$ cat config.mk
export PLATFORM = sky130hd
export DESIGN_NAME = vt44_queue
export DESIGN_NICKNAME = d
export VERILOG_FILES = /design/src/hdl/vt44_pkg.sv /design/src/hdl/vt44_queue.sv
export SDC_FILE = /design/constraint.sdc
export NUM_CORES = 1
export LEC_CHECK = 0
export ABC_AREA = 0
export BUFFER_PORTS_ARGS = -buffer_cell sky130_fd_sc_hd__buf_2
export CORE_MARGIN = 2
export CORE_UTILIZATION = 43
export DETAILED_ROUTE_END_ITERATION = 16
export GPL_ROUTABILITY_DRIVEN = 0
export PLACE_DENSITY = 0.69
export SYNTH_ARGS = -nofsm -noshare
export SYNTH_HDL_FRONTEND = slang
export SYNTH_SLANG_ARGS = --single-unit
$ cat constraint.sdc
create_clock -name clk -period 6 [get_ports clk]
set_input_delay 1.2 -clock clk [delete_from_list [all_inputs] [get_ports clk]]
set_output_delay 1.2 -clock clk [all_outputs]
set_load 0.05 [all_outputs]
$ cat src/hdl/vt44_pkg.sv
// Shared types, constants and arithmetic helpers of the 4x4 vertex transform unit.
package vt44_pkg;

  // Fixed-point format and data widths.
  localparam int FRAC_BITS = 16;
  localparam int DATA_W    = 32;
  localparam int VEC_N     = 4;
  localparam int NUM_COEFF = VEC_N * VEC_N;
  localparam int IDX_W     = $clog2(NUM_COEFF);
  localparam int PROD_W    = 2 * DATA_W;
  // A shifted product keeps PROD_W - FRAC_BITS bits; four of them need two more.
  localparam int SUM_W     = PROD_W - FRAC_BITS + 2;

  // One in the fixed-point format, and the clipping bounds.
  localparam logic [DATA_W-1:0] FX_ONE  = DATA_W'(64'd1 << FRAC_BITS);
  localparam logic [DATA_W-1:0] SAT_MAX = {1'b0, {(DATA_W-1){1'b1}}};
  localparam logic [DATA_W-1:0] SAT_MIN = {1'b1, {(DATA_W-1){1'b0}}};

  // Queue geometry, shared by the job queue and the result buffer.
  localparam int QDEPTH = 4;
  localparam int QPTR_W = $clog2(QDEPTH);
  localparam int QCNT_W = QPTR_W + 1;

  // Item operation codes.
  typedef enum logic {
    OP_LOAD  = 1'b0,
    OP_XFORM = 1'b1
  } op_t;

  // One classified item on its way from the front to the back.
  typedef struct packed {
    op_t                           op;
    logic                          affine;
    logic [IDX_W-1:0]              index;
    logic [DATA_W-1:0]             value;
    logic [VEC_N-1:0][DATA_W-1:0]  vec;
  } job_t;

  // One result item.
  typedef struct packed {
    logic [VEC_N-1:0][DATA_W-1:0]  comp;
    logic                          saturated;
  } result_t;

  // Status of the job queue as seen by its neighbors.
  typedef struct packed {
    logic full;
    logic empty;
  } qstat_t;

  // Exact signed product of two fixed-point values.
  function automatic logic signed [PROD_W-1:0] fx_mul(input logic signed [DATA_W-1:0] a,
                                                      input logic signed [DATA_W-1:0] b);
    fx_mul = a * b;
  endfunction

endpackage

$ cat src/hdl/vt44_queue.sv
// Short job queue between the front and the back parts.
module vt44_queue (
  input  logic              clk,
  input  logic              rst,
  input  logic              push,
  input  vt44_pkg::job_t    job_in,
  input  logic              pop,
  output vt44_pkg::job_t    job_out,
  output vt44_pkg::qstat_t  stat
);

  vt44_pkg::job_t                  entries [vt44_pkg::QDEPTH];
  logic [vt44_pkg::QPTR_W-1:0]     wr_ptr;
  logic [vt44_pkg::QPTR_W-1:0]     rd_ptr;
  logic [vt44_pkg::QCNT_W-1:0]     count;

  // Pointers and fill count.
  always_ff @(posedge clk) begin
    if (rst) begin
      wr_ptr <= '0;
      rd_ptr <= '0;
      count  <= '0;
    end else begin
      if (push) begin
        wr_ptr <= wr_ptr + 1'b1;
      end
      if (pop) begin
        rd_ptr <= rd_ptr + 1'b1;
      end
      case ({push, pop})
        2'b10:   count <= count + 1'b1;
        2'b01:   count <= count - 1'b1;
        default: count <= count;
      endcase
    end
  end

  // Entry storage needs no reset.
  always_ff @(posedge clk) begin
    if (push) begin
      entries[wr_ptr] <= job_in;
    end
  end

  assign job_out    = entries[rd_ptr];
  assign stat.full  = (count == vt44_pkg::QCNT_W'(vt44_pkg::QDEPTH));
  assign stat.empty = (count == '0);

endmodule

* Word-level counts from Yosys, hierarchy flattened
Memory sizes are Yosys's and may differ from the RTL's. A register that Yosys moved wholly into a read port is not among the register bits. Index checks and enable logic that the tools add are counted.
Storage, ports and cells: bits in registers 7, bits in writable memories 664, input bits 170, output and inout port bits 168, word-level logic and storage cells 18, memories 1
Operators by class: $add $sub $neg 4, equal/unequal tests 3, mux-type cells 5, reduce and logical (&&, ||, !) cells 2
Memory list:
- entries | depth 4, bits a word 166, read ports 1, clocked after Yosys merged registers in 1, write ports 1, line vt44_queue.sv:12 | vt44_pkg::job_t entries [vt44_pkg::QDEPTH];
Operator list (count):
- $pmux W3 S2 | 1
- $add A2 B1 Y2 const B | 2
- $mux W2 | 2
- $add A3 B1 Y3 const B | 1
- $eq A3 B3 Y1 const B | 1
- $logic_not A3 Y1 | 1
- $sub A3 B1 Y3 const B | 1
- $eq A2 B1 Y1 const B | 1
- $eq A2 B2 Y1 const B | 1
- $mux W1 | 2
- $reduce_bool A2 Y1 | 1

* Longest topological paths before layout
depth after elaboration 3, mapped depth 7, depth with buffers taken out 7

* Least setup slack after synthesis
OpenSTA, ideal clock, no wires.
kind input to register, start point input port push, end point memory entries[0][0] (netlist bit), enable pin, library setup time 0.545 ns, arrival time 4.980 ns, required time 5.455 ns, path slack 0.475 ns, stages on the path 1, buffers on the path 0, cells stage by stage and2_1
On the way: cells in the longest elaborated chain, start to end 2
RTL lines:
- from (decl) | line vt44_queue.sv:5 | input logic push,
- $mux W1 | line vt44_queue.sv:40 | if (push) begin
- $mux W1 (not written as such) | line vt44_queue.sv:41 | entries[wr_ptr] <= job_in;
- to (decl) | line vt44_queue.sv:12
Every way passes these cells.

==> flow_summary.json <==
{
  "maxCapViolCount": 0,
  "cp_max_fo": 57,
  "drt_first_pass_iters": 4,
  "final-setup-viol-count": 0,
  "cts_tree": "yes",
  "cts_sinks": 673,
  "avgSynthCellArea_sq_um": 26.7,
  "tightest_slew_ns": 0.977,
  "ys_seq_elements": 673,
  "io_pins": 338,
  "required_ns": 4.80,
  "worstSetupEndpointType": "output pin",
  "netlist_area_sq_um": 24400,
  "max-slew-margin-rel_pct": 34.9,
  "synth_area_leaders": "edfxtp_1 82%, mux4_2 15%, dfxtp_1 0.74%",
  "synth_largest_area_cell": "edfxtp_1",
  "insertion_delay_ns": 0.58,
  "die_y_microns": 242,
  "ys_top_cells_by_count": "664 x edfxtp_1, 166 x mux4_2, 16 x buf_6",
  "hp-class": "reg -> reg",
  "antenna_left": 0,
  "grt.overflow.total": 0,
  "startpoint_type": "register",
  "syn2layout_area_growth_pct": 19.5,
  "grt_pass1_vias": 11531,
  "grt_pass1_wl_microns": 69700,
  "fmax_mhz": 256,
  "cts_buffers": 70,
  "synth_cells": 914,
  "p_per_area_nw_per_um2": 380,
  "rows": 87,
  "io_buffer_count": 337,
  "clk_pin_slew_ns": 0.06,
  "drt-initial-drc-count": 663,
  "die_area_sq_um": 58700,
  "fin_worst_skew_ns": 0.00943,
  "timing.setup.tns_ns": 0,
  "synth_cell_types": 23,
  "htree_levels": 3,
  "ys_async_sr_fraction_pct": 0,
  "seq_area_frac_synth_pct": 82.4,
  "synth_edf_count": 664,
  "start_util_pct": 43.4,
  "grt_max_degree": 93,
  "via_count": 10843,
  "yosys_warnings": 0,
  "status": "finished clean",
  "detail_route.vias_per_cell": 5.14,
  "hold_violations": 0,
  "cts_buffer_depth": 3,
  "finalCriticalPeriod_ns": 3.91,
  "dpl.hpwl_microns": 27100,
  "slew_viol_final": 0,
  "syn-num-nets": 1090,
  "layout-drive-gt1-share_pct": 45.4,
  "core_area_sq_um": 56300,
  "cts_setup_buffers": 0,
  "ctsRootBufferMaster": "clkbuf_16",
  "vdd_drop_max_mv": 0.237,
  "synth_top_flop_cell": "edfxtp_1",
  "antenna_found_initial": 10,
  "finalCoreUtilization_pct": 51.8,
  "yosys.area.top_type_share_pct": 81.7,
  "drt-total-wl_microns": 45900,
  "drc": 0,
  "period_share_pct": 65.2,
  "cts.repair.resized": 0,
  "grt.total_usage_pct": 15.7,
  "crit_type": "reg -> out",
  "nNetsFinal": 1476,
  "synth.most_common_cell": "edfxtp_1",
  "rsz0062_at_grt": "false",
  "cp.arrival_ns": 2.71,
  "die_w_microns": 242,
  "wl_per_cell_microns": 21.7,
  "p_leak_nw": 9.70,
  "cts_hold_buf": 0
}
cell type report:
| class | instances | area [sq um] |
|---|---|---|
| sequential | 673 | 20100 |
| multi-input combinational | 197 | 3980 |
| tap | 756 | 946 |
| clock buffer | 89 | 1840 |
| clock inverter | 34 | 342 |
| timing repair buffer | 352 | 1900 |
| inverter | 6 | 22.5 |
| antenna | 3 | 7.51 |
| fill | 4365 | 27100 |
registers in the layout, summed over array words and instances, names as in the netlist, named ones only:
register / count
rd_ptr: 2
entries: 664
wr_ptr: 2
count: 3
routing by layer:
layer | GRT usage [%] | wire (microns) | vias up
met5 | 0 | 103 | -
met4 | 5.48 | 996 | 14
met3 | 5.32 | 3780 | 79
met2 | 24.8 | 22300 | 332
met1 | 20.6 | 18600 | 5685
li1 | - | - | 4733
layout by cell type (no fill, tap or decap):
| cell | instances |
|---|---|
| mux2i_1 | 1 |
| diode_2 | 3 |
| clkinv_2 | 7 |
| inv_1 | 6 |
| nor3_1 | 1 |
| bufinv_16 | 7 |
| or3_1 | 1 |
| nor2_1 | 8 |
| dfxtp_4 | 2 |
| ha_1 | 5 |
| clkbuf_1 | 18 |
| clkinv_4 | 1 |
| fa_1 | 1 |
| clkinvlp_4 | 3 |
| clkbuf_16 | 71 |
| inv_6 | 1 |
| edfxtp_1 | 664 |
| o21ai_0 | 1 |
| mux4_2 | 166 |
| and2_4 | 4 |
| nand2_1 | 1 |
| buf_2 | 337 |
| xnor2_1 | 2 |
| buf_12 | 8 |
| and3_1 | 1 |
| clkinv_1 | 15 |
| xor2_1 | 3 |
| a21oi_1 | 2 |
| dfxtp_1 | 7 |
| buf_4 | 7 |
critical path, stage by stage (launching register included):
cell     delay (ns)
dfxtp_4        0.75
buf_12         0.40
mux4_2         0.59
buf_2          0.23
power breakdown:
group          total [mW]  switching [mW]  internal (mW)
registers            5.46          0.0570           5.40
clock network        4.13            1.66           2.47
logic                1.49            1.06          0.435
kinds of logic after synthesis:
kind of cell               share of synthesized area (%)
buffers and inverters                               1.32
AOI/OAI and AO/OA                                 0.0615
adders and majority gates                          0.338
muxes                                               15.4
DFF                                                 82.4
and+or+nand+nor                                    0.313
xor gates and xnor gates                           0.179
path summary, 6_finish.rpt:
check            start             end  slack, ns  cells after the start
max           register     job_out[50]       2.09                      3
min           count[2]        count[2]       0.51                      2
max reg2reg  wr_ptr[0]  entries[0][53]       3.61                      4
min reg2reg   count[2]        count[2]       0.51                      2
metrics by stage:
stage                     cell area, sq um  hold WS (ns)  cells  total power, mW  setup WS, ns
after floorplan                      24400         0.467    914             6.71         0.475
after global placement               27000         0.488   1984             7.06          2.60
after detailed placement             27000         0.501   1984             7.08          2.61
after CTS                            29200         0.511   2107             11.2          1.96
after global routing                 29200         0.559   2109             11.5          1.86
final                                29200         0.507   2110             11.1          2.09
Note: power is estimated with default switching activity, not from simulation.
