$ cat src/hdl/vt44_pkg.sv
// Shared types, constants and arithmetic helpers of the 4x4 vertex transform unit.
package vt44_pkg;

  // Fixed-point format and data widths.
  localparam int FRAC_BITS = 16;
  localparam int DATA_W    = 32;
  localparam int VEC_N     = 4;
  localparam int NUM_COEFF = VEC_N * VEC_N;
  localparam int IDX_W     = $clog2(NUM_COEFF);
  localparam int PROD_W    = 2 * DATA_W;
  // A shifted product keeps PROD_W - FRAC_BITS bits; four of them need two more.
  localparam int SUM_W     = PROD_W - FRAC_BITS + 2;

  // One in the fixed-point format, and the clipping bounds.
  localparam logic [DATA_W-1:0] FX_ONE  = DATA_W'(64'd1 << FRAC_BITS);
  localparam logic [DATA_W-1:0] SAT_MAX = {1'b0, {(DATA_W-1){1'b1}}};
  localparam logic [DATA_W-1:0] SAT_MIN = {1'b1, {(DATA_W-1){1'b0}}};

  // Queue geometry, shared by the job queue and the result buffer.
  localparam int QDEPTH = 4;
  localparam int QPTR_W = $clog2(QDEPTH);
  localparam int QCNT_W = QPTR_W + 1;

  // Item operation codes.
  typedef enum logic {
    OP_LOAD  = 1'b0,
    OP_XFORM = 1'b1
  } op_t;

  // One classified item on its way from the front to the back.
  typedef struct packed {
    op_t                           op;
    logic                          affine;
    logic [IDX_W-1:0]              index;
    logic [DATA_W-1:0]             value;
    logic [VEC_N-1:0][DATA_W-1:0]  vec;
  } job_t;

  // One result item.
  typedef struct packed {
    logic [VEC_N-1:0][DATA_W-1:0]  comp;
    logic                          saturated;
  } result_t;

  // Status of the job queue as seen by its neighbors.
  typedef struct packed {
    logic full;
    logic empty;
  } qstat_t;

  // Exact signed product of two fixed-point values.
  function automatic logic signed [PROD_W-1:0] fx_mul(input logic signed [DATA_W-1:0] a,
                                                      input logic signed [DATA_W-1:0] b);
    fx_mul = a * b;
  endfunction

endpackage

$ cat src/hdl/vt44_front.sv
// Front part: accepts items, holds the mode register and classifies items into jobs.
module vt44_front (
  input  logic                          clk,
  input  logic                          rst,
  input  logic                          push,
  input  logic                          operation,
  input  logic [vt44_pkg::IDX_W-1:0]    coeff_index,
  input  logic [vt44_pkg::DATA_W-1:0]   coeff_value,
  input  logic [vt44_pkg::DATA_W-1:0]   vec_x,
  input  logic [vt44_pkg::DATA_W-1:0]   vec_y,
  input  logic [vt44_pkg::DATA_W-1:0]   vec_z,
  input  logic [vt44_pkg::DATA_W-1:0]   vec_w,
  input  logic                          cfg_valid,
  output logic                          cfg_ready,
  input  logic                          cfg_data,
  input  vt44_pkg::qstat_t              q_stat,
  output logic                          q_push,
  output vt44_pkg::job_t                q_job
);

  logic affine_mode;

  // The mode register takes a write in any cycle.
  assign cfg_ready = 1'b1;

  always_ff @(posedge clk) begin
    if (rst) begin
      affine_mode <= 1'b0;
    end else if (cfg_valid && cfg_ready) begin
      affine_mode <= cfg_data;
    end
  end

  // In affine mode w is replaced by one, so the translation column passes unchanged
  // through the multiply and the floor shift.
  always_comb begin
    q_job.op     = vt44_pkg::op_t'(operation);
    q_job.affine = affine_mode;
    q_job.index  = coeff_index;
    q_job.value  = coeff_value;
    q_job.vec[0] = vec_x;
    q_job.vec[1] = vec_y;
    q_job.vec[2] = vec_z;
    q_job.vec[3] = affine_mode ? vt44_pkg::FX_ONE : vec_w;
  end

  // An item enters the job queue whenever there is room.
  assign q_push = push && !q_stat.full;

endmodule

$ cat config.mk
export PLATFORM = sky130hd
export DESIGN_NAME = vt44_front
export DESIGN_NICKNAME = d
export VERILOG_FILES = /design/src/hdl/vt44_pkg.sv /design/src/hdl/vt44_front.sv
export SDC_FILE = /design/constraint.sdc
export NUM_CORES = 1
export LEC_CHECK = 0
export ABC_AREA = 0
export BUFFER_PORTS_ARGS = -buffer_cell sky130_fd_sc_hd__clkbuf_2
export CORE_AREA = 2 2 130 132
export CTS_BUF_LIST = sky130_fd_sc_hd__clkbuf_16
export CTS_CLUSTER_DIAMETER = 80
export DETAILED_ROUTE_END_ITERATION = 12
export DIE_AREA = 0 0 132 134
export MAX_ROUTING_LAYER = met4
export PLACE_DENSITY = 0.5
export SLEW_MARGIN = 20
export SYNTH_ARGS = -nofsm -noshare
export SYNTH_HDL_FRONTEND = slang
export SYNTH_SLANG_ARGS = --single-unit
$ cat constraint.sdc
create_clock -name clk -period 1.8 [get_ports clk]
set_input_delay 0.36 -clock clk [delete_from_list [all_inputs] [get_ports clk]]
set_output_delay 0.36 -clock clk [all_outputs]
set_load 0.05 [all_outputs]
After elaboration in Yosys (flattened, before gate mapping)
Index checks and enable logic that the tools add are counted.
{"block": "op_classes", "mux": 1, "reduce_logical": 2}
{"operator": "$mux W32", "count": 1}
{"operator": "$logic_and A1 B1 Y1", "count": 1}
{"operator": "$logic_not A1 Y1", "count": 1}
{"block": "word_totals", "ff_bits": 1, "input_bits": 172, "output_inout_bits": 168, "wordCells": 4}

Longest topological paths before layout
Gate-level depths: netlist of the first run.
{"block": "logic_depth", "word_depth": 2, "ltp_mapped": 3, "depth_no_buf": 2}

Least setup slack after synthesis of the first run
Ideal clock, no wire load.
{"block": "synth_path", "kind": "register to output", "start": "register affine_mode", "end": "output q_job[100] (netlist name)", "arrival_time_ns": 1.206, "required_time_ns": 1.440, "slack_ns": 0.234, "stages_incl_launch_ff": 3, "n_path_buf": 1, "cell_sequence": "dfxtp_1 buf_2 nor2b_1"}
{"item": "start, declared", "line_no": "vt44_front.sv:21", "source": "logic affine_mode;"}
{"item": "start signal, assigned", "line_no": "vt44_front.sv:30", "source": "affine_mode <= cfg_data;"}
{"item": "end, declared", "line_no": "vt44_front.sv:18", "source": "output vt44_pkg::job_t q_job"}

==> results of run 1 <==
-- metrics by stage --
stage	utilization [%]	total power [mW]	area, um^2	cells
after floorplan	-	1.07	1280	175
after global placement	5.68	0.381	926	329
after detailed placement	5.68	0.382	926	329
after CTS	5.68	0.383	926	329
after global routing	5.68	0.394	926	329
final	5.68	0.377	926	329
-- per-layer routing --
metal | track usage (%) | vias to the layer above | wire length, um
met3 | 4.08 | 68 | 1130
met5 | - | - | 0
met2 | 7.06 | 158 | 1870
met4 | 4.29 | 0 | 473
met1 | 1.96 | 244 | 753
li1 | - | 255 | -
-- layout by cell type (no fill, tap or decap) --
master	netlist	routed
conb_1	1	1
buf_12	0	3
mux2i_1	1	1
nor2_1	1	1
nor2b_1	31	31
dfxtp_1	1	1
and2b_1	1	1
or2_1	1	1
clkbuf_2	0	69
-- cell usage after synthesis (all sizes together) --
cell type	instances	share of area, %
and2b	1	0.59
buf	138	81
conb	1	0.29
dfxtp	1	1.6
mux2i	1	0.78
nor2	1	0.29
nor2b	31	15
or2	1	0.49
-- critical path, cell delays in order, from the launching register on --
cell and delay (ns):
dfxtp_1 0.33, buf_12 0.21, and2b_1 0.20, clkbuf_2 0.23
-- kinds of logic (layout without fill, tap and decap cells) --
family                 after synthesis  after routing  share of synthesized area (%)
AND/OR/NAND/NOR                     34             34                           16.6
buffers and inverters              138             72                           80.8
flip-flops                           1              1                           1.57
other                                1              1                          0.294
multiplexers                         1              1                          0.784
-- power by group through the flow --
stage,logic (mW),clock network [mW],registers (mW)
2_1_floorplan,1.05,0,0.0255
3_5_place_dp,0.357,0,0.0250
6_report,0.352,0,0.0250
3_3_place_gp,0.356,0,0.0249
4_1_cts,0.358,0,0.0250
5_1_grt,0.369,0,0.0250
-- worst max-delay path by stage --
stage | startpoint | endpoint | slack (ns) | cells after the start
final | affine_mode$_SDFFE_PP0P_ | q_job[127] | 0.47 | 3
after CTS | affine_mode$_SDFFE_PP0P_ | q_job[127] | 0.44 | 3
after global routing | affine_mode$_SDFFE_PP0P_ | q_job[127] | 0.43 | 3
after floorplan | affine_mode$_SDFFE_PP0P_ | q_job[100] | 0.23 | 2
after detailed placement | affine_mode$_SDFFE_PP0P_ | q_job[127] | 0.44 | 3
after global placement | affine_mode$_SDFFE_PP0P_ | q_job[127] | 0.45 | 3
-- area by class of cell --
type / instances / area, um^2
fill: 1930 / 15400
multi-input combinational: 36 / 225
sequential: 1 / 20.0
tap: 220 / 275
timing repair buffer: 72 / 405
==> reports/results.ini, run 1 <==
[yosys]
syn_nets = 347
synthCells = 175
synth-seq-area-share_pct = 1.57
yosysWarningCount = 0
avgSynthCellArea_um2 = 7.29
ys_seq_elements = 1
synth_area_mm2 = 0.00128
synth.distinct_cells = 9

[routing]
final_antenna_net_count = 0
dr_total_vias = 725
wl_per_cell_um = 12.8
viasPerCell = 2.20
wl_um = 4220
drc_errors = 0
drt_iter0_drc = 15
dr.pass1.iters = 2

[clocking]
postCtsSetupBuffers = 0
ctsHoldBuffers = 0
insertion_delay_ns = 0
clkSlewWorstSetupHoldPaths_ns = 0
cts_resized = 0

[pwr]
ir_drop_mv = 0.111
swShare_pct = 67.5
internal_power_mw = 0.123
power_frac_seq_pct = 6.6
combPwrFrac_pct = 93.4
power.density_mw_per_mm2 = 408
power_leakage_nw = 0.422
power_frac_clock_pct = 0
switchingPower_mw = 0.255

[outcome]
status = finished, final reports clean

[setup_path]
arrival_ns = 0.97
reg2reg_to = affine_mode$_SDFFE_PP0P_
startpoint_type = flip-flop
critPathKind = reg2out
cp_max_fo = 34
r2r-start = affine_mode$_SDFFE_PP0P_
end_kind = output pin
rrSetupSlack_ns = 1.03
reg2reg_depth = 3
critical_path_required_ns = 1.44

[job]
maxCapViolations = 0

[grt]
grt_pass1_wl_um = 5100
overflow = 0
antenna_found_initial = 0
grt_pass1_vias = 746
grt_start_max_net_pins = 35
grt_usage_pct = 4.19

[cells_and_area]
nets = 283
largest_register_ffs = 1
drive_gt1_share_pct = 66.1
regMostFlops = affine_mode
top_regs = affine_mode: 1 flops
syn_to_final_growth_pct = -27.5
antenna_cells = 0

[die]
die_area_mm2 = 0.0177
num_rows = 47
start_util_pct = 7.83
ioPinCount = 340
fp.dieW_um = 132
coreArea_mm2 = 0.0163
die_h_um = 134

[sta]
finalHoldViolCount = 0
fin_crit_ns = 1.33
rsz0062_at_grt = false
final-setup-viol-count = 0
clock-skew-final_ns = 0
max_freq_mhz = 752
slew_viol_final = 0
finalCritPeriodShare_pct = 73.9
setup_ws_ns = 0.470
finalSetupTns_ns = 0
fin_hold_ws_ns = 0.518

[placement]
dpl_worst_slack_ns = 0.441
io_buffers = 71
gp_congestion = 0.589

[min_path]
worstHoldStart = rst
hold_path_end = affine_mode$_SDFFE_PP0P_
min_path_cells = 2
hold_path.class = in2reg

(Power assumes the default switching activity.)
==> run 2, diff against run 1 <==
- CORE_AREA: 2 2 130 132 -> 2 2 131 133
- DIE_AREA: 0 0 132 134 -> 0 0 133 135
- PLACE_DENSITY: 0.5 -> 0.51
- clock period: 1.8 -> 1.19 ns (I/O delays scaled with it)
==> reports/results.ini, run 2 (synthesis gave the netlist of run 1 again) <==
[pwr]
power_leakage_nw = 0.440
ir_drop_mv = 0.205
power.density_mw_per_mm2 = 617
total_power_mw = 0.597

[die]
die_area_mm2 = 0.0180
fp.dieW_um = 133
ioPinCount = 340
num_rows = 47
coreArea_mm2 = 0.0164
start_util_pct = 7.78
die_h_um = 135

[cells_and_area]
top_regs = affine_mode: 1 flops
antenna_cells = 0
drive_gt1_share_pct = 72.1
final_core_util_pct = 5.89
mostFrequentLayoutCells = clkbuf_2, nor2b_1, buf_2, nor2b_2
regMostFlops = affine_mode
nets = 285
layout_commonest_cell = clkbuf_2
syn_to_final_growth_pct = -24.2
largest_register_ffs = 1

[job]
maxCapViolations = 0

[sta]
finalCritPeriodShare_pct = 97.1
max_freq_mhz = 866
clock-skew-final_ns = 0
slew_viol_final = 0
final-setup-viol-count = 0
finalHoldViolCount = 0
fin_crit_ns = 1.15
rsz0062_at_grt = false

[setup_path]
critical_path.top_delay_family = buffers and inverters
reg2reg_depth = 3
end_kind = output pin
worstPathBufferInverterCount = 2
path_depth = 3
arrival_ns = 0.92
slowest_delay_ns = 0.35
crit_slowest_cell = dfxtp_2
startpoint_type = flip-flop
critPathKind = reg2out
cp_cell_sequence = buf_12 -> nor2b_1 -> clkbuf_2
cp_max_fo = 17
critical_path_required_ns = 0.95

[routing]
final_antenna_net_count = 0
viasPerCell = 2.12
drc_errors = 0
drt_iter0_drc = 14
wl_per_cell_um = 11.7
dr.pass1.iters = 3
wl_um = 3880
dr_total_vias = 703

[clocking]
clkSlewWorstSetupHoldPaths_ns = 0
ctsHoldBuffers = 0
insertion_delay_ns = 0

[grt]
grt_pass1_vias = 655
overflow = 0
grt_usage_pct = 3.67
grt_pass1_wl_um = 4600
antenna_found_initial = 0
grt_start_max_net_pins = 18

[outcome]
status = finished, final reports clean

[placement]
gp_congestion = 0.556
io_buffers = 71
hpwl_um = 3410

[min_path]
min_path_cells = 2
hold_path.class = in2reg

## run 2: cell count changes in the layout (fill, tap and decap cells not counted), sizes merged
cell	previous run	this run
clkbuf	69	54
buf	3	20
## run 2: layer usage
| metal | share of wire [%] | global-route usage (%) | routed length [um] |
|---|---|---|---|
| met3 | 25 | 3.60 | 957 |
| met2 | 36 | 4.12 | 1380 |
| met5 | 0 | - | 0 |
| met4 | 14 | 5.14 | 533 |
| met1 | 26 | 2.80 | 1000 |
## run 2: worst reg2reg max path: stages (launching register included)
cell and delay [ns]:
dfxtp_2 0.35, buf_12 0.16, mux2i_1 0.12, nor2_1 0.05
## run 2: path summary, 6_finish.rpt
check / slack (ns) / startpoint / end
max reg2reg: 0.39 / affine_mode$_SDFFE_PP0P_ / affine_mode$_SDFFE_PP0P_
min reg2reg: 0.73 / affine_mode$_SDFFE_PP0P_ / affine_mode$_SDFFE_PP0P_
max: 0.04 / affine_mode$_SDFFE_PP0P_ / q_job[126]
min: 0.39 / rst / affine_mode$_SDFFE_PP0P_
## run 2: what timing repair did
action / 4_1_cts / 5_1_grt
hold endpoints to repair: 0 / 0
resized for setup: 10 / 17
setup buffers: 0 / 0
endpoints found under the setup margin: 7 / 17
## run 2: stage by stage
step	hold WS [ns]	setup slack, ns	area, um^2	setup TNS, ns	instances
after floorplan	0.310	-0.254	1290	-6.26	175
after global placement	0.391	-0.0476	935	-0.0895	331
after detailed placement	0.390	-0.0518	935	-0.154	331
after CTS	0.390	0.00476	967	0	331
after global routing	0.404	0.00314	967	0	331
final	0.389	0.0350	967	0	331
## run 2: power breakdown
group	total [mW]	internal [mW]	switching (mW)
sequential	0.0421	0.0367	0.00534
clock	0	0	0
combinational	0.555	0.164	0.391
total	0.597	0.201	0.396
## run 2: area by class of cell
class	count	area, um^2
multi-input combinational	36	238
fill	1945	15400
timing repair buffer	74	433
tap	220	275
sequential	1	21.3
